<file path="config.mk">
export PLATFORM = sky130hd
export DESIGN_NAME = serial_frame_receiver_crc16_unit
export DESIGN_NICKNAME = d
export VERILOG_FILES = /design/src/design/scfr_pkg.sv /design/src/design/scfr_crc16.sv /design/src/design/scfr_parser.sv /design/src/design/serial_frame_receiver_crc16_unit.sv
export SDC_FILE = /design/constraint.sdc
export NUM_CORES = 1
export LEC_CHECK = 0
export BUFFER_PORTS_ARGS = -buffer_cell sky130_fd_sc_hd__buf_4
export CORE_MARGIN = 5
export CORE_UTILIZATION = 45
export CTS_CLUSTER_SIZE = 10
export DETAILED_ROUTE_END_ITERATION = 8
export GPL_TIMING_DRIVEN = 0
export PLACE_DENSITY = 0.74
export SETUP_SLACK_MARGIN = 0.15
export SYNTH_ARGS = -nofsm -noshare
export SYNTH_HDL_FRONTEND = slang
export SYNTH_SLANG_ARGS = --single-unit
</file>
<file path="constraint.sdc">
create_clock -name i_clk -period 7.94 [get_ports i_clk]
set_input_delay 1.588 -clock i_clk [delete_from_list [all_inputs] [get_ports i_clk]]
set_output_delay 1.588 -clock i_clk [all_outputs]
set_load 0.02 [all_outputs]
</file>
<file path="src/design/scfr_pkg.sv">
// ----------------------------------------------------------------------------
// scfr_pkg
// Shared constants and types for the serial frame receiver with CRC-16 check.
// ----------------------------------------------------------------------------
package scfr_pkg;

    // Largest payload length the design can ever accept, in bytes
    localparam int C_MAX_PAYLOAD = 58;

    // CRC-16/CCITT-FALSE
    localparam logic [15:0] C_CRC_POLY = 16'h1021;
    localparam logic [15:0] C_CRC_SEED = 16'hFFFF;

    // Configuration register indexes
    localparam logic C_REG_START_BYTE  = 1'b0;
    localparam logic C_REG_MAX_PAYLOAD = 1'b1;

    // Configuration register reset values
    localparam logic [7:0] C_START_BYTE_RST  = 8'hF8;
    localparam logic [5:0] C_MAX_PAYLOAD_RST = 6'd58;

    // Result kind codes
    localparam logic C_KIND_DATA   = 1'b0;
    localparam logic C_KIND_STATUS = 1'b1;

    // Status codes
    localparam logic [1:0] C_ST_OK        = 2'd0;
    localparam logic [1:0] C_ST_BAD_START = 2'd1;
    localparam logic [1:0] C_ST_BAD_LEN   = 2'd2;
    localparam logic [1:0] C_ST_BAD_CRC   = 2'd3;

    // One result word from the parser to the output register
    typedef struct packed {
        logic        emit;
        logic        kind;
        logic [7:0]  data_byte;
        logic [5:0]  byte_index;
        logic [7:0]  frame_opcode;
        logic [15:0] frame_length;
        logic [1:0]  status;
    } t_result;

endpackage

</file>
<file path="src/design/scfr_crc16.sv">
// ----------------------------------------------------------------------------
// scfr_crc16
// Byte-wide CRC-16/CCITT-FALSE update, MSB first, no reflection.
// ----------------------------------------------------------------------------
module scfr_crc16
    import scfr_pkg::*;
(
    input  logic [15:0] i_crc,
    input  logic [7:0]  i_byte,
    output logic [15:0] o_crc
);

    always_comb begin
        logic [15:0] v_crc;
        v_crc = i_crc ^ {i_byte, 8'h00};
        for (int i = 0; i < 8; i++) begin
            if (v_crc[15]) begin
                v_crc = {v_crc[14:0], 1'b0} ^ C_CRC_POLY;
            end else begin
                v_crc = {v_crc[14:0], 1'b0};
            end
        end
        o_crc = v_crc;
    end

endmodule

</file>
<file path="src/design/scfr_parser.sv">
// ----------------------------------------------------------------------------
// scfr_parser
// Frame phase sequencer: header capture, length check, payload indexing and
// CRC compare. Advances one byte per step.
// ----------------------------------------------------------------------------
module scfr_parser
    import scfr_pkg::*;
(
    input  logic          i_clk,
    input  logic          i_rst_n,
    input  logic          i_step,
    input  logic [7:0]    i_byte,
    input  logic [7:0]    i_start_byte,
    input  logic [5:0]    i_max_payload,
    output t_result       o_result
);

    localparam logic [2:0] PH_HUNT   = 3'd0;
    localparam logic [2:0] PH_OPCODE = 3'd1;
    localparam logic [2:0] PH_LEN_LO = 3'd2;
    localparam logic [2:0] PH_LEN_HI = 3'd3;
    localparam logic [2:0] PH_DATA   = 3'd4;
    localparam logic [2:0] PH_CRC_HI = 3'd5;
    localparam logic [2:0] PH_CRC_LO = 3'd6;

    logic [2:0]  r_phase,  n_phase;
    logic [7:0]  r_opcode, n_opcode;
    logic [15:0] r_length, n_length;
    logic [5:0]  r_count,  n_count;
    logic [15:0] r_crc,    n_crc;
    logic [7:0]  r_crc_hi, n_crc_hi;

    logic [15:0] w_crc_upd;
    logic [7:0]  w_limit;
    logic [15:0] w_len_full;
    logic [5:0]  w_count_inc;
    t_result     w_res;

    scfr_crc16 u_crc (
        .i_crc  (r_crc),
        .i_byte (i_byte),
        .o_crc  (w_crc_upd)
    );

    // Smaller of the configured limit and the design limit
    assign w_limit = ({2'b00, i_max_payload} < 8'(C_MAX_PAYLOAD)) ?
                     {2'b00, i_max_payload} : 8'(C_MAX_PAYLOAD);
    assign w_len_full  = {i_byte, r_length[7:0]};
    assign w_count_inc = r_count + 6'd1;

    always_comb begin
        n_phase  = r_phase;
        n_opcode = r_opcode;
        n_length = r_length;
        n_count  = r_count;
        n_crc    = r_crc;
        n_crc_hi = r_crc_hi;

        w_res              = '0;
        w_res.kind         = C_KIND_STATUS;
        w_res.frame_opcode = r_opcode;
        w_res.frame_length = r_length;

        unique case (r_phase)
            PH_OPCODE: begin
                n_opcode = i_byte;
                n_crc    = w_crc_upd;
                n_phase  = PH_LEN_LO;
            end
            PH_LEN_LO: begin
                n_length = {8'h00, i_byte};
                n_crc    = w_crc_upd;
                n_phase  = PH_LEN_HI;
            end
            PH_LEN_HI: begin
                n_length = w_len_full;
                n_crc    = w_crc_upd;
                n_count  = '0;
                if (w_len_full > {8'h00, w_limit}) begin
                    n_phase            = PH_HUNT;
                    w_res.emit         = 1'b1;
                    w_res.frame_length = w_len_full;
                    w_res.status       = C_ST_BAD_LEN;
                end else if (w_len_full == 16'd0) begin
                    n_phase = PH_CRC_HI;
                end else begin
                    n_phase = PH_DATA;
                end
            end
            PH_DATA: begin
                n_crc            = w_crc_upd;
                n_count          = w_count_inc;
                w_res.emit       = 1'b1;
                w_res.kind       = C_KIND_DATA;
                w_res.data_byte  = i_byte;
                w_res.byte_index = r_count;
                w_res.status     = C_ST_OK;
                if ({10'd0, w_count_inc} >= r_length) begin
                    n_phase = PH_CRC_HI;
                end
            end
            PH_CRC_HI: begin
                n_crc_hi = i_byte;
                n_phase  = PH_CRC_LO;
            end
            PH_CRC_LO: begin
                n_phase      = PH_HUNT;
                w_res.emit   = 1'b1;
                w_res.status = ({r_crc_hi, i_byte} == r_crc) ? C_ST_OK : C_ST_BAD_CRC;
            end
            default: begin
                // Hunting; the unused code lands here too
                n_phase = PH_HUNT;
                if (i_byte == i_start_byte) begin
                    n_opcode = '0;
                    n_length = '0;
                    n_count  = '0;
                    n_crc    = C_CRC_SEED;
                    n_crc_hi = '0;
                    n_phase  = PH_OPCODE;
                end else begin
                    w_res.emit         = 1'b1;
                    w_res.frame_opcode = '0;
                    w_res.frame_length = '0;
                    w_res.status       = C_ST_BAD_START;
                end
            end
        endcase
    end

    assign o_result = w_res;

    always_ff @(posedge i_clk) begin
        if (!i_rst_n) begin
            r_phase  <= PH_HUNT;
            r_opcode <= '0;
            r_length <= '0;
            r_count  <= '0;
            r_crc    <= C_CRC_SEED;
            r_crc_hi <= '0;
        end else if (i_step) begin
            r_phase  <= n_phase;
            r_opcode <= n_opcode;
            r_length <= n_length;
            r_count  <= n_count;
            r_crc    <= n_crc;
            r_crc_hi <= n_crc_hi;
        end
    end

endmodule

</file>
<file path="src/design/serial_frame_receiver_crc16_unit.sv">
// ----------------------------------------------------------------------------
// serial_frame_receiver_crc16_unit
// Deframes a received byte stream: start byte, opcode, 16-bit length,
// payload and CRC-16/CCITT-FALSE; streams payload words and one status word
// per frame or per rejected byte.
// ----------------------------------------------------------------------------
// Path: input register, combinational parser step, then output register.
// Throughput: one byte per cycle while the output is not stalled, set by the
//   combinational byte CRC update and phase step between the two registers.
// Reset (i_rst_n low, synchronous): both registers empty, parser hunting,
//   CRC seeded to 0xFFFF, start byte 0xF8, max payload 58.
// ----------------------------------------------------------------------------
module serial_frame_receiver_crc16_unit
    import scfr_pkg::*;
(
    input  logic        i_clk,
    input  logic        i_rst_n,

    // Input byte stream
    input  logic        i_s_axis_tvalid,
    output logic        o_s_axis_tready,
    input  logic [7:0]  i_s_axis_tdata,   // [7:0] rx_byte

    // Result stream
    output logic        o_m_axis_tvalid,
    input  logic        i_m_axis_tready,
    output logic [39:0] o_m_axis_tdata,   // [7:0] data_byte, [13:8] byte_index,
                                          // [21:14] frame_opcode,
                                          // [37:22] frame_length, [39:38] status
    output logic        o_m_axis_tuser,   // [0] kind

    // Configuration writes
    input  logic        i_cfg_we,
    input  logic        i_cfg_index,
    input  logic [7:0]  i_cfg_wdata
);

    // Configuration registers
    logic [7:0]  r_start_byte;
    logic [5:0]  r_max_payload;

    // Input register
    logic        r_in_valid;
    logic [7:0]  r_in_byte;

    // Output register
    logic        r_out_valid;
    logic [39:0] r_out_data;
    logic        r_out_kind;

    logic        w_step;
    t_result     w_res;

    // Advance the parser whenever a word sits in the input register and the
    // output register is free or is being drained this cycle.
    assign w_step          = r_in_valid && (!r_out_valid || i_m_axis_tready);
    assign o_s_axis_tready = !r_in_valid || w_step;

    // Configuration decode
    always_ff @(posedge i_clk) begin
        if (!i_rst_n) begin
            r_start_byte  <= C_START_BYTE_RST;
            r_max_payload <= C_MAX_PAYLOAD_RST;
        end else if (i_cfg_we) begin
            unique case (i_cfg_index)
                C_REG_START_BYTE:  r_start_byte  <= i_cfg_wdata;
                C_REG_MAX_PAYLOAD: r_max_payload <= i_cfg_wdata[5:0];
                default: ;
            endcase
        end
    end

    // Input register: load on accept, drop once the parser has taken it
    always_ff @(posedge i_clk) begin
        if (!i_rst_n) begin
            r_in_valid <= 1'b0;
        end else if (o_s_axis_tready) begin
            r_in_valid <= i_s_axis_tvalid;
        end
    end

    always_ff @(posedge i_clk) begin
        if (i_s_axis_tvalid && o_s_axis_tready) begin
            r_in_byte <= i_s_axis_tdata;
        end
    end

    scfr_parser u_parser (
        .i_clk         (i_clk),
        .i_rst_n       (i_rst_n),
        .i_step        (w_step),
        .i_byte        (r_in_byte),
        .i_start_byte  (r_start_byte),
        .i_max_payload (r_max_payload),
        .o_result      (w_res)
    );

    // Output register: hold until taken, load when the parser emits a word
    always_ff @(posedge i_clk) begin
        if (!i_rst_n) begin
            r_out_valid <= 1'b0;
        end else if (w_step && w_res.emit) begin
            r_out_valid <= 1'b1;
        end else if (i_m_axis_tready) begin
            r_out_valid <= 1'b0;
        end
    end

    always_ff @(posedge i_clk) begin
        if (w_step && w_res.emit) begin
            r_out_kind <= w_res.kind;
            r_out_data <= {w_res.status, w_res.frame_length, w_res.frame_opcode,
                           w_res.byte_index, w_res.data_byte};
        end
    end

    assign o_m_axis_tvalid = r_out_valid;
    assign o_m_axis_tdata  = r_out_data;
    assign o_m_axis_tuser  = r_out_kind;

endmodule
</file>
## Yosys cells after proc, flatten, opt, wreduce, memory -nomap -nowiden

Index checks and enable logic that the tools add are counted.

- Register bits after elaboration: 122

- $add $sub $neg: 1
- Magnitude comparators: 3
- Equality and inequality tests: 9
- Multiplexer cells: 35
- Bitwise gates (word level): 16
- Reduce and logical (&&, ||, !) cells: 35

Operator list:

| operator | number |
|---|---|
| $mux 13 | 8 |
| $pmux 16 s2 | 2 |
| $pmux 16 s3 | 1 |
| $mux 16 | 2 |
| $pmux 8 s2 | 2 |
| $mux 26 | 1 |
| $not 3->3 | 8 |
| $mux 18 | 1 |
| $pmux 3 s6 | 1 |
| $pmux 6 s3 | 1 |
| $eq 16x16->1 | 1 |
| $ge 6x16->1 | 1 |
| $gt 16x8->1 | 1 |
| $logic_not 16->1 | 1 |
| $mux 8 | 2 |
| $reduce_or 4->1 | 4 |
| $xor 16x16->16 | 1 |
| $mux 15 | 1 |
| $reduce_and 3->1 | 5 |
| $reduce_or 5->1 | 3 |
| $mux 6 | 2 |
| $reduce_bool 2->1 | 5 |
| $eq 3x3->1 const B | 3 |
| $eq 8x8->1 | 1 |
| 20 further kinds | 41 |

## Logic depth before layout (Yosys ltp)

Gate-level depths: netlist (run 1).

- Depth after elaboration: 18
- Gate-level depth with buffers: 9

## Cells and area by module

Synthesis (run 1) repeated with hierarchy kept, for this count alone.

- Cells, all modules: 575
- Area, all modules: 6,164.7 µm²

Modules (own cells, without submodules):

| module | times used | cells an instance | area each (µm²) | seq. area each (µm²) |
|---|---|---|---|---|
| scfr_parser | 1 | 426 | 3,612.2 | 1,141.1 |
| serial_frame_receiver_crc16_unit | 1 | 124 | 2,157.1 | 1,791.7 |
| scfr_crc16 | 1 | 25 | 395.4 | 0.0 |

## Worst setup path before layout (run 1)

Ideal clock, no wire load.

- Path kind: input-to-reg
- From: input i_m_axis_tready
- To: register r_out_data[0] (netlist: o_m_axis_tdata[0]) (enable)
- Library setup time: 453 ps
- Data arrival time: 3,958 ps
- Required time: 7,487 ps
- Slack: 3,529 ps
- Stages on the path: 4
- Buffers on the path: 1
- Cell sequence: nor2b_1 nand2b_1 buf_2 a21oi_1

- Cells in the longest elaborated chain, start to end: 3

Ends and longest elaborated chain:

| item | RTL line | text |
|---|---|---|
| start, declared | serial_frame_receiver_crc16_unit.sv:26 | `input logic i_m_axis_tready,` |
| $logic_or 1x1->1 | serial_frame_receiver_crc16_unit.sv:56 | `assign w_step = r_in_valid && (!r_out_valid \|\| i_m_axis_tready);` |
| $logic_and 1x1->1 | serial_frame_receiver_crc16_unit.sv:56 |  |
| $logic_and 1x1->1 | serial_frame_receiver_crc16_unit.sv:110 | `if (w_step && w_res.emit) begin` |
| end signal, assigned | serial_frame_receiver_crc16_unit.sv:112 | `r_out_data <= {w_res.status, w_res.frame_length, w_res.frame_opcode,` |
| end, declared | serial_frame_receiver_crc16_unit.sv:48 | `logic [39:0] r_out_data;` |

Every way passes these cells.
A chain may end at the register's enable or synchronous reset.

## Worst setup path after layout (run 1)

- From: input i_m_axis_tready
- To: output o_s_axis_tready

- Cells in the longest elaborated chain, start to end: 3

Ends and longest elaborated chain:

| item | RTL line | text |
|---|---|---|
| $logic_or 1x1->1 | serial_frame_receiver_crc16_unit.sv:56 |  |
| $logic_and 1x1->1 | serial_frame_receiver_crc16_unit.sv:56 |  |
| $logic_or 1x1->1 | serial_frame_receiver_crc16_unit.sv:57 | `assign o_s_axis_tready = !r_in_valid \|\| w_step;` |
| end, declared | serial_frame_receiver_crc16_unit.sv:21 | `output logic o_s_axis_tready,` |

Every way passes these cells.

==> impl_metrics.tcl, run 1 <==
set metrics [dict create \
    chipHeight_um 121.5 \
    ys_dominant_reg_cell "dfxtp_1" \
    switching_share_pct 25.02 \
    yosysWarnings 0 \
    p_clk_share_pct 49.3 \
    ys_types 52 \
    slew_headroom_pct 33.97 \
    cap_violations 0 \
    area_delta_synth_final_pct 23.07 \
    worstSetupStartpointType "primary input" \
    start_util_pct 46.22 \
    globalRouteMet2Util_pct 30.60 \
    viasPerCell 5.532 \
    power.total_mw 1.532 \
    die_w_um 121.5 \
    portBuffers 63 \
    syn_nets 566 \
    setup_tns_ns 0 \
    hold_viol 0 \
    design_area_um2 6889 \
    cts_max_level 4 \
    maxSlewViolCount 0 \
    switching_power_mw 0.3833 \
    fmax_ghz 0.2605 \
    met3_usage_pct 4.225 \
    firstDrtPassIters 5 \
    run_status "complete, no violations" \
    power_frac_seq_pct 43.9 \
    endpoint_kind "output port" \
    syn_inst 529 \
    worstPathArrival_ns 2.25 \
    hpwl_um 9642 \
    cts_buffer_depth 2 \
    finalNonFillerCells 793 \
    synth-seq-area-share_pct 52.39 \
    synthTopCellsByArea "edfxtp_1, dfxtp_1, a22o_1" \
    syn-cell-area_um2 5598 \
    ys_ff_latch 122 \
    dieArea_um2 14770 \
    detail-route-antenna-nets 0 \
    fin_crit_ns 3.839 \
    synth_top_area_share_pct 26.29 \
    clk_latency_ns 0.42 \
    ys_async_sr_fraction_pct 0 \
    coreArea_um2 12110 \
    final_util_pct 56.88 \
    routed_wl_um 13640 \
    layout_common_cells "dfxtp_1, buf_4, nand2_1" \
    avgSynthCellArea_um2 10.58 \
    finalCritPeriodShare_pct 48.35 \
    placed_cells_incl_taps 761 \
    p_int_mw 1.149 \
    vdd_drop_max_uv 113.9 \
    rsz0062_at_grt "no" \
    layout_setup_ws_ns 4.101 \
    drive_gt1_share_pct 19.52 \
    post_drt_wl_per_cell_um 17.20 \
    holdBufCountCts 0 \
    globalplace.congestion 0.9295 \
    power.density_nw_per_um2 222.4 \
    fillCellCount 1049 \
    n_antenna_cell 0 \
    cts.clk_slew.worst_paths_ns 0.06 \
    combinationalPowerShare_pct 6.8 \
    place_area_um2 6312 \
    route.detailed.drc 0 \
    grt_busiest_layer "met2" \
    worst_pin_slew_ns 0.9801 \
    grt_pass1_wl_um 22060 \
    worstPathRequired_ns 6.35 \
    dp_slack_ns 4.089 \
    grt_usage_pct 19.01 \
    fin_skew_ns 0.01050 \
    path_max_fanout 5 \
    overflow 0 \
    antenna_found_initial 0 \
    drtIter0Drc 346 \
    crit_type "in2out" \
    cts_sinks 122 \
    setup_violations 0 \
    numCtsBuffers 17 \
    p_leak_nw 2.700 \
    ioPinCount 65 \
    hold_ws_ns 0.4683 \
    synth_edf_count 49 \
    cts_tree "built" \
    cts_root_buf "clkbuf_16" \
    vias 4387 \
    yosys.area.top_type "edfxtp_1" \
    grt_max_degree 35 \
    cts_setup_buffers 0 \
    fin_nets 649 \
    row_count 40 \
    hp-class "reg2reg" \
    grt_pass1_vias 4315 \
    met1_usage_pct 25.06 \
    final_common_cell "dfxtp_1" \
    cts_resized 0 \
]
-- worst paths after layout --
path,from,to,slack [ns],cells after the start
min,u_parser.r_opcode[4],u_parser.r_opcode[4],0.47,1
max reg2reg,r_max_payload[5],o_m_axis_tdata[6],4.94,8
min reg2reg,u_parser.r_opcode[4],u_parser.r_opcode[4],0.47,1
max,i_m_axis_tready,o_s_axis_tready,4.10,4
-- layer usage --
layer | up-vias | wire, µm
met1 | 2075 | 6060
met5 | - | 0
li1 | 2106 | -
met3 | 24 | 918
met2 | 182 | 6387
met4 | 0 | 271
-- cells in the mapped netlist (2+ instances only) --
cell / number
nor2_1: 19
o211ai_1: 3
clkbuf_1: 8
o31ai_1: 2
edfxtp_1: 49
and3_1: 18
nand4_1: 7
buf_4: 5
a21oi_1: 29
a2bb2oi_1: 9
dfxtp_1: 73
inv_1: 15
nand2b_1: 5
buf_6: 5
buf_2: 8
a211oi_1: 2
ha_1: 15
mux2i_1: 3
xnor2_1: 30
nor2b_1: 5
o21ai_0: 12
a211o_1: 2
nor4_1: 9
buf_1: 6
nor3_1: 6
a22o_1: 36
nand2_1: 55
o22a_1: 4
xor2_1: 22
nand3_1: 26
and2_1: 12
o21a_1: 6
a31oi_1: 4
-- sequential cells by signal (all words and copies together), names as in the netlist --
signal	cells
o_m_axis_tdata	40
o_m_axis_tuser	1
o_m_axis_tvalid	1
r_in_byte	8
r_in_valid	1
r_max_payload	6
r_start_byte	8
u_parser.r_count	6
u_parser.r_crc	16
u_parser.r_crc_hi	8
u_parser.r_length	16
u_parser.r_opcode	8
u_parser.r_phase	3
-- layout make-up --
| class | instances | area, µm² | share of cell area [%] |
|---|---|---|---|
| Inverter | 15 | 56.30 | 0.8173 |
| Multi-Input combinational cell | 360 | 2434 | 35.33 |
| Buffer | 32 | 186.4 | 2.706 |
| Clock inverter | 15 | 151.4 | 2.198 |
| Tap cell | 168 | 210.2 | 3.051 |
| Timing Repair Buffer | 64 | 493.0 | 7.156 |
| Clock buffer | 17 | 425.4 | 6.175 |
| Sequential cell | 122 | 2933 | 42.57 |
-- power by group through the flow --
stage	Combinational (mW)	Clock (mW)	Sequential, mW
5_1_grt	0.112	0.794	0.673
3_5_place_dp	0.104	0	0.686
3_3_place_gp	0.0998	0	0.686
2_1_floorplan	0.0540	0	0.695
6_report	0.104	0.756	0.672
4_1_cts	0.104	0.763	0.672
-- kinds of logic after synthesis --
| family | synth area share (%) |
|---|---|
| simple gates | 14.89 |
| compound gates | 16.36 |
| flops | 52.39 |
| xor+xnor | 8.136 |
| buf+inv | 4.336 |
| fa+ha+maj | 3.353 |
| mux | 0.5365 |
-- worst max-delay path, cell delays in order --
cell and delay, ns:
buf_4 0.11, nor2b_1 0.27, nand2_1 0.11, buf_4 0.17
Power figures use the tool's default switching activity.
==> run 2, diff against run 1 <==
--- a/config.mk
+++ b/config.mk
@@ -5,13 +5,14 @@
 export SDC_FILE = /design/constraint.sdc
 export NUM_CORES = 1
 export LEC_CHECK = 0
+export ABC_AREA = 1
 export BUFFER_PORTS_ARGS = -buffer_cell sky130_fd_sc_hd__buf_4
 export CORE_MARGIN = 5
 export CORE_UTILIZATION = 45
 export CTS_CLUSTER_SIZE = 10
 export DETAILED_ROUTE_END_ITERATION = 8
 export GPL_TIMING_DRIVEN = 0
-export PLACE_DENSITY = 0.74
+export PLACE_DENSITY = 0.76
 export SETUP_SLACK_MARGIN = 0.15
 export SYNTH_ARGS = -nofsm -noshare
 export SYNTH_HDL_FRONTEND = slang
==> constraint.sdc (replaced) <==
create_clock -name i_clk -period 3.13 [get_ports i_clk]
set_input_delay 0.626 -clock i_clk [delete_from_list [all_inputs] [get_ports i_clk]]
set_output_delay 0.626 -clock i_clk [all_outputs]
set_load 0.02 [all_outputs]
==> run 2 against run 1 <==
Against the previous run: area after synthesis up 4.3%; register-to-register slack worse by 4.4 ns; routed wire length down 1.1%; via count up 12%; largest power group unchanged; die area up 3.9%; sequential share of layout area down 1.3 points; global-route usage down 0.23 points; non-clock buffer count down 10; worst hold slack worse by 0.081 ns.
==> impl_metrics.tcl, run 2 <==
set metrics [dict create \
    run_status "complete, no violations" \
    power.total_mw 4.225 \
    power_frac_seq_pct 42.1 \
    fin_nets 828 \
    worstPathRequired_ns 3.16 \
    globalplace.congestion 0.9190 \
    p_leak_nw 3.126 \
    grt_pass1_vias 4621 \
    numCtsBuffers 17 \
    cp_slowest_cell "inv_2" \
    syn_inst 708 \
    worst_pin_slew_ns 0.8106 \
    yosys.area.top_type "edfxtp_1" \
    synth-compound-area-share_pct 9.966 \
    rrSetupSlack_ns 0.49 \
    antenna_found_initial 0 \
    cap_violations 0 \
    holdBufCountCts 0 \
    cts_root_buf "clkbuf_16" \
    ys_async_sr_fraction_pct 0 \
    fin_crit_ns 2.639 \
    yosysWarnings 0 \
    regArea_um2 2933 \
    syn_nets 745 \
    grt_usage_pct 18.78 \
    vias 4899 \
    synthTopCellsByArea "edfxtp_1, dfxtp_1, nand2_1" \
    endpoint_kind "flop" \
    dp_slack_ns 0.4505 \
    reg2reg_depth 14 \
    combinationalPowerShare_pct 12.9 \
    cts_setup_buffers 0 \
    setup_violations 0 \
    worstPathArrival_ns 2.67 \
    slew_headroom_pct 45.88 \
    path_cells "nand3_1 > nor2_1 > nor2_1 > ha_1 > nand2_1 > nand2_1 > nand2_1 > nand2_1 > nand2_1 > nand3_1 > nand3_1 > o21ai_0 > nand2_1 > inv_2" \
    synthTopCellsByCount "nand2_1, inv_1, nor2_1" \
    power.density_nw_per_um2 594.1 \
    fin_skew_ns 0.01074 \
    hold-path-cell-count 1 \
    holdCritStartpoint "i_s_axis_tdata[0]" \
    syn-cell-area_um2 5838 \
    cts_max_level 4 \
    clk_latency_ns 0.41 \
    final_util_pct 56.13 \
    coreArea_um2 12670 \
    final_common_cell "nand2_1" \
    cts_sinks 122 \
    largest_register_ffs 40 \
    synth-seq-area-share_pct 50.24 \
    muxShareOfSynthArea_pct 0 \
    finalCritPeriodShare_pct 84.32 \
    dieArea_um2 15350 \
    die_w_um 123.9 \
    grt_pass1_wl_um 22140 \
    cts_resized 0 \
    overflow 0 \
    cts_tree "built" \
    drtIter0Drc 307 \
    layout_common_cells "nand2_1, inv_1, nor2_1" \
    ys_types 39 \
    switching_share_pct 24.59 \
    synthAdderAreaFrac_pct 3.215 \
    rsz0062_at_grt "no" \
    crit_type "reg2reg" \
    ys_ff_latch 122 \
    viasPerCell 5.019 \
    r2r-start "r_max_payload[5]" \
    row_count 41 \
    firstDrtPassIters 5 \
    hpwl_um 9874 \
    post_drt_wl_per_cell_um 13.82 \
    synth_most_common_cell "nand2_1" \
    cpPeakStageDelay_ns 0.59 \
    synth_top_area_share_pct 25.20 \
    min_to "r_in_byte[0]" \
    p_clk_share_pct 45.0 \
    fillCellCount 1160 \
    chipHeight_um 123.9 \
    reg2reg_to "o_m_axis_tdata[26]" \
    switching_power_mw 1.039 \
    synthSimpleGateAreaFrac_pct 23.10 \
    worstSetupStartpointType "flop" \
    cts_buffer_depth 2 \
    multiInputGateArea_um2 2441 \
    route.detailed.drc 0 \
    area_delta_synth_final_pct 21.82 \
    portBuffers 64 \
    path_max_fanout 41 \
    cts.clk_slew.worst_paths_ns 0.05 \
    hp-class "in2reg" \
    ioPinCount 65 \
    ys_dominant_reg_cell "dfxtp_1" \
    hold_viol 0 \
    grt_max_degree 42 \
    vdd_drop_max_uv 343.3 \
    fmax_ghz 0.3789 \
    synth_edf_count 49 \
    synth_top_family_by_area "simple AND/OR/NAND/NOR gates" \
    cpMostUsedCell "nand2_1" \
    n_antenna_cell 0 \
    p_int_mw 3.186 \
    maxSlewViolCount 0 \
    layout_setup_ws_ns 0.4908 \
    avgSynthCellArea_um2 8.246 \
    detail-route-antenna-nets 0 \
    routed_wl_um 13490 \
    synth_xor_area_share_pct 5.529 \
    drive_gt1_share_pct 16.54 \
    start_util_pct 46.07 \
]
run 2: changes by cell type in the layout (fill, tap and decap cells not counted), sizes merged, moves of 8 or more:
cell	before	now
nand2	55	163
nor2	20	89
inv	24	92
a22o	36	0
o21ai	14	36
and3	18	0
a21oi	29	45
and2	12	0
buf	88	77
xor2	22	12
a2bb2oi	9	0
o22ai	1	9
run 2: how the worst max path moves through the flow:
stage                                 from            endpoint  cells past startpoint  slack [ns]
after global routing      r_max_payload[5]  o_m_axis_tdata[26]                     14        0.17
after detailed placement  r_max_payload[5]  o_m_axis_tdata[22]                     14        0.45
after CTS                 r_max_payload[5]  o_m_axis_tdata[26]                     14        0.42
after global placement    r_max_payload[5]  o_m_axis_tdata[22]                     14       -0.02
after floorplan           r_max_payload[5]   o_m_axis_tdata[0]                     14        0.55
final                     r_max_payload[5]  o_m_axis_tdata[26]                     14        0.49
run 2: routing by layer:
metal  track usage (%)  share of wire [%]  up-vias
met2             31.90                 49      145
met5                 0                  0        -
met3             5.177                6.5       21
met4             6.845                1.7        0
met1             22.81                 43     2258
li1                  -                  -     2475
run 2: cells by family (layout without fill, tap and decap cells):
logic type | count (synthesis) | after routing
adder cells (fa/ha/maj) | 15 | 15
AO/OA/AOI/OAI | 104 | 104
XOR/XNOR | 36 | 36
flip-flops | 122 | 122
buffers and inverters | 115 | 211
AND/OR/NAND/NOR | 316 | 316
run 2: through the flow:
stage,std cells,TNS (ns),cell area [µm²],hold slack [ns]
6_report,976,0,7112,0.3874
5_1_grt,976,0,7112,0.3666
4_1_cts,976,0,7112,0.3615
3_5_place_dp,944,0,6534,0.4535
3_3_place_gp,944,-0.5381,6534,0.4480
2_1_floorplan,708,0,5838,0.4301
run 2: worst max-delay path, delay by kind of cell (launching register included):
| family | cells | cell delay [ns] |
|---|---|---|
| buffers and inverters | 1 | 0.59 |
| DFF | 1 | 0.33 |
| AOI/OAI and AO/OA | 1 | 0.11 |
| and+or+nand+nor | 11 | 0.92 |
| adders and majority gates | 1 | 0.29 |
run 2: power groups by stage:
stage	combinational, mW	sequential, mW	clock [mW]
after global placement	0.534	1.81	0
after floorplan	0.344	1.84	0
after detailed placement	0.542	1.81	0
final	0.545	1.78	1.90
after global routing	0.604	1.79	2.03
after CTS	0.545	1.78	1.95
run 2: layout make-up:
class	instances	share of cell area [%]
Clock buffer	21	6.334
Inverter	93	4.909
Clock inverter	11	1.795
Buffer	22	1.619
Multi-Input combinational cell	471	34.32
Timing Repair Buffer	64	6.756
Tap cell	172	3.026
Sequential cell	122	41.24
==> run 3, diff against run 2 <==
==> constraint.sdc (replaced) <==
create_clock -name i_clk -period 2.3 [get_ports i_clk]
set_input_delay 0.46 -clock i_clk [delete_from_list [all_inputs] [get_ports i_clk]]
set_output_delay 0.46 -clock i_clk [all_outputs]
set_load 0.02 [all_outputs]
==> run 3 against run 2 <==
Against the previous run: first-iteration DRC count increased by 32%; design area rose by 6.1%; sequential power is 36% higher; count of clock-buffer cells in the layout fell by 1; final cell count up 2.2%; worst hold slack worse by 0.17 ns; via count up 2.7%; register-to-register slack got worse by 0.36 ns; flip-flop and latch count is the same; maximum frequency grew 22%.
==> impl_metrics.tcl, run 3 (same netlist as run 2, synthesis figures left out) <==
set metrics [dict create \
    hp-class "in2reg" \
    path_max_fanout 11 \
    worstPathRequired_ns 2.48 \
    overflow 0 \
    cpPeakStageDelay_ns 0.36 \
    fin_nets 849 \
    cts_max_level 4 \
    ioPinCount 65 \
    start_util_pct 46.07 \
    cap_violations 0 \
    grt_pass1_wl_um 23220 \
    fin_crit_ns 2.165 \
    hold_viol 0 \
    grt_pass1_vias 4834 \
    rsz0062_at_grt "yes" \
    cts_tree "built" \
    vdd_drop_max_uv 539.2 \
    chipHeight_um 123.9 \
    firstDrtPassIters 6 \
    worstPathArrival_ns 2.34 \
    numCtsBuffers 17 \
    worst_pin_slew_ns 0.5686 \
    cp_slowest_cell "edfxtp_1" \
    routed_wl_um 14620 \
    viasPerCell 5.045 \
    clk_latency_ns 0.42 \
    detail-route-antenna-nets 0 \
    row_count 41 \
    place_area_um2 6548 \
    fin_skew_ns 0.006171 \
    setup_violations 0 \
    area_delta_synth_final_pct 29.28 \
    n_antenna_cell 0 \
    slew_headroom_pct 62.09 \
    crit_type "reg2reg" \
    post_drt_wl_per_cell_um 14.67 \
    dp_slack_ns -0.5980 \
    run_status "complete, no violations" \
    p_leak_nw 3.270 \
    layout_common_cells "nand2_1, inv_1, nor2_1, buf_4, dfxtp_1" \
    worstSetupStartpointType "flop" \
    worst-path-buf-inv 4 \
    drtIter0Drc 405 \
    globalplace.congestion 0.9381 \
    layout_setup_ws_ns 0.1354 \
    route.detailed.drc 0 \
    vias 5030 \
    grt_max_degree 17 \
    cts.clk_slew.worst_paths_ns 0.05 \
    grt_usage_pct 19.85 \
    coreArea_um2 12670 \
    cpLargestDelayFamily "simple AND/OR/NAND/NOR gates" \
    die_w_um 123.9 \
    path_cells "buf_2 > inv_1 > nand4_1 > nor2_1 > nand3_1 > nand3_2 > o21ai_2 > nand2_4 > clkinvlp_4 > buf_8" \
    finalNonFillerCells 997 \
    endpoint_kind "flop" \
    cts_sinks 122 \
    cts_buffer_depth 2 \
    drive_gt1_share_pct 23.64 \
    power.density_nw_per_um2 822.9 \
    design_area_um2 7547 \
    dieArea_um2 15350 \
    cts_root_buf "clkbuf_16" \
    largest_register_ffs 40 \
    finalCritPeriodShare_pct 94.12 \
    antenna_found_initial 0 \
    holdBufCountCts 0 \
    placed_cells_incl_taps 944 \
    fmax_ghz 0.4620 \
    hpwl_um 9874 \
    maxSlewViolCount 0 \
    final_common_cell "nand2_1" \
    power.total_mw 6.211 \
    portBuffers 64 \
    hold_ws_ns 0.2125 \
]
[run 3: final timing paths]
kind,end,from,slack (ns),depth (start not counted)
max,o_m_axis_tdata[24],r_in_byte[1],0.14,10
min,r_in_byte[3],i_s_axis_tdata[3],0.21,1
max reg2reg,o_m_axis_tdata[24],r_in_byte[1],0.14,10
min reg2reg,r_max_payload[0],r_max_payload[0],0.46,2
[run 3: layout make-up]
class	count	area (µm²)
sequential	122	2953
clock inverter	12	191.4
timing repair buffer	81	643.1
buffer	22	115.1
clock buffer	20	478.0
inverter	93	356.6
tap	172	215.2
multi-input combinational	471	2565
fill	1068	5124
timing repair inverter	4	30.03
[run 3: where the power goes]
part	switching [mW]	total (mW)	leakage (nW)	internal, mW
Clock	0.935	2.97	0.331	2.03
Combinational	0.516	0.824	1.87	0.308
Sequential	0.0617	2.42	1.07	2.36
[run 3: repair_timing]
| item | in CTS | in global routing |
|---|---|---|
| pin swaps | 3 | 9 |
| endpoints found under the setup margin | 48 | 52 |
| resized for setup | 22 | 29 |
| buffers inserted | 10 | 7 |
| gates cloned | 4 | 0 |
[run 3: stage by stage]
step | utilization (%) | TNS [ns]
CTS | 58.33 | 0
floorplan | - | -4.100
global route | 59.56 | 0
detailed placement | 51.67 | -24.38
global placement | 51.67 | -25.23
finish | 59.56 | 0
[run 3: metal layers]
metal / GRT usage [%] / part of all wire (%)
met3: 5.677 / 6.4
met5: 0 / 0
met1: 22.96 / 41
met2: 34.47 / 50
met4: 8.145 / 2.5
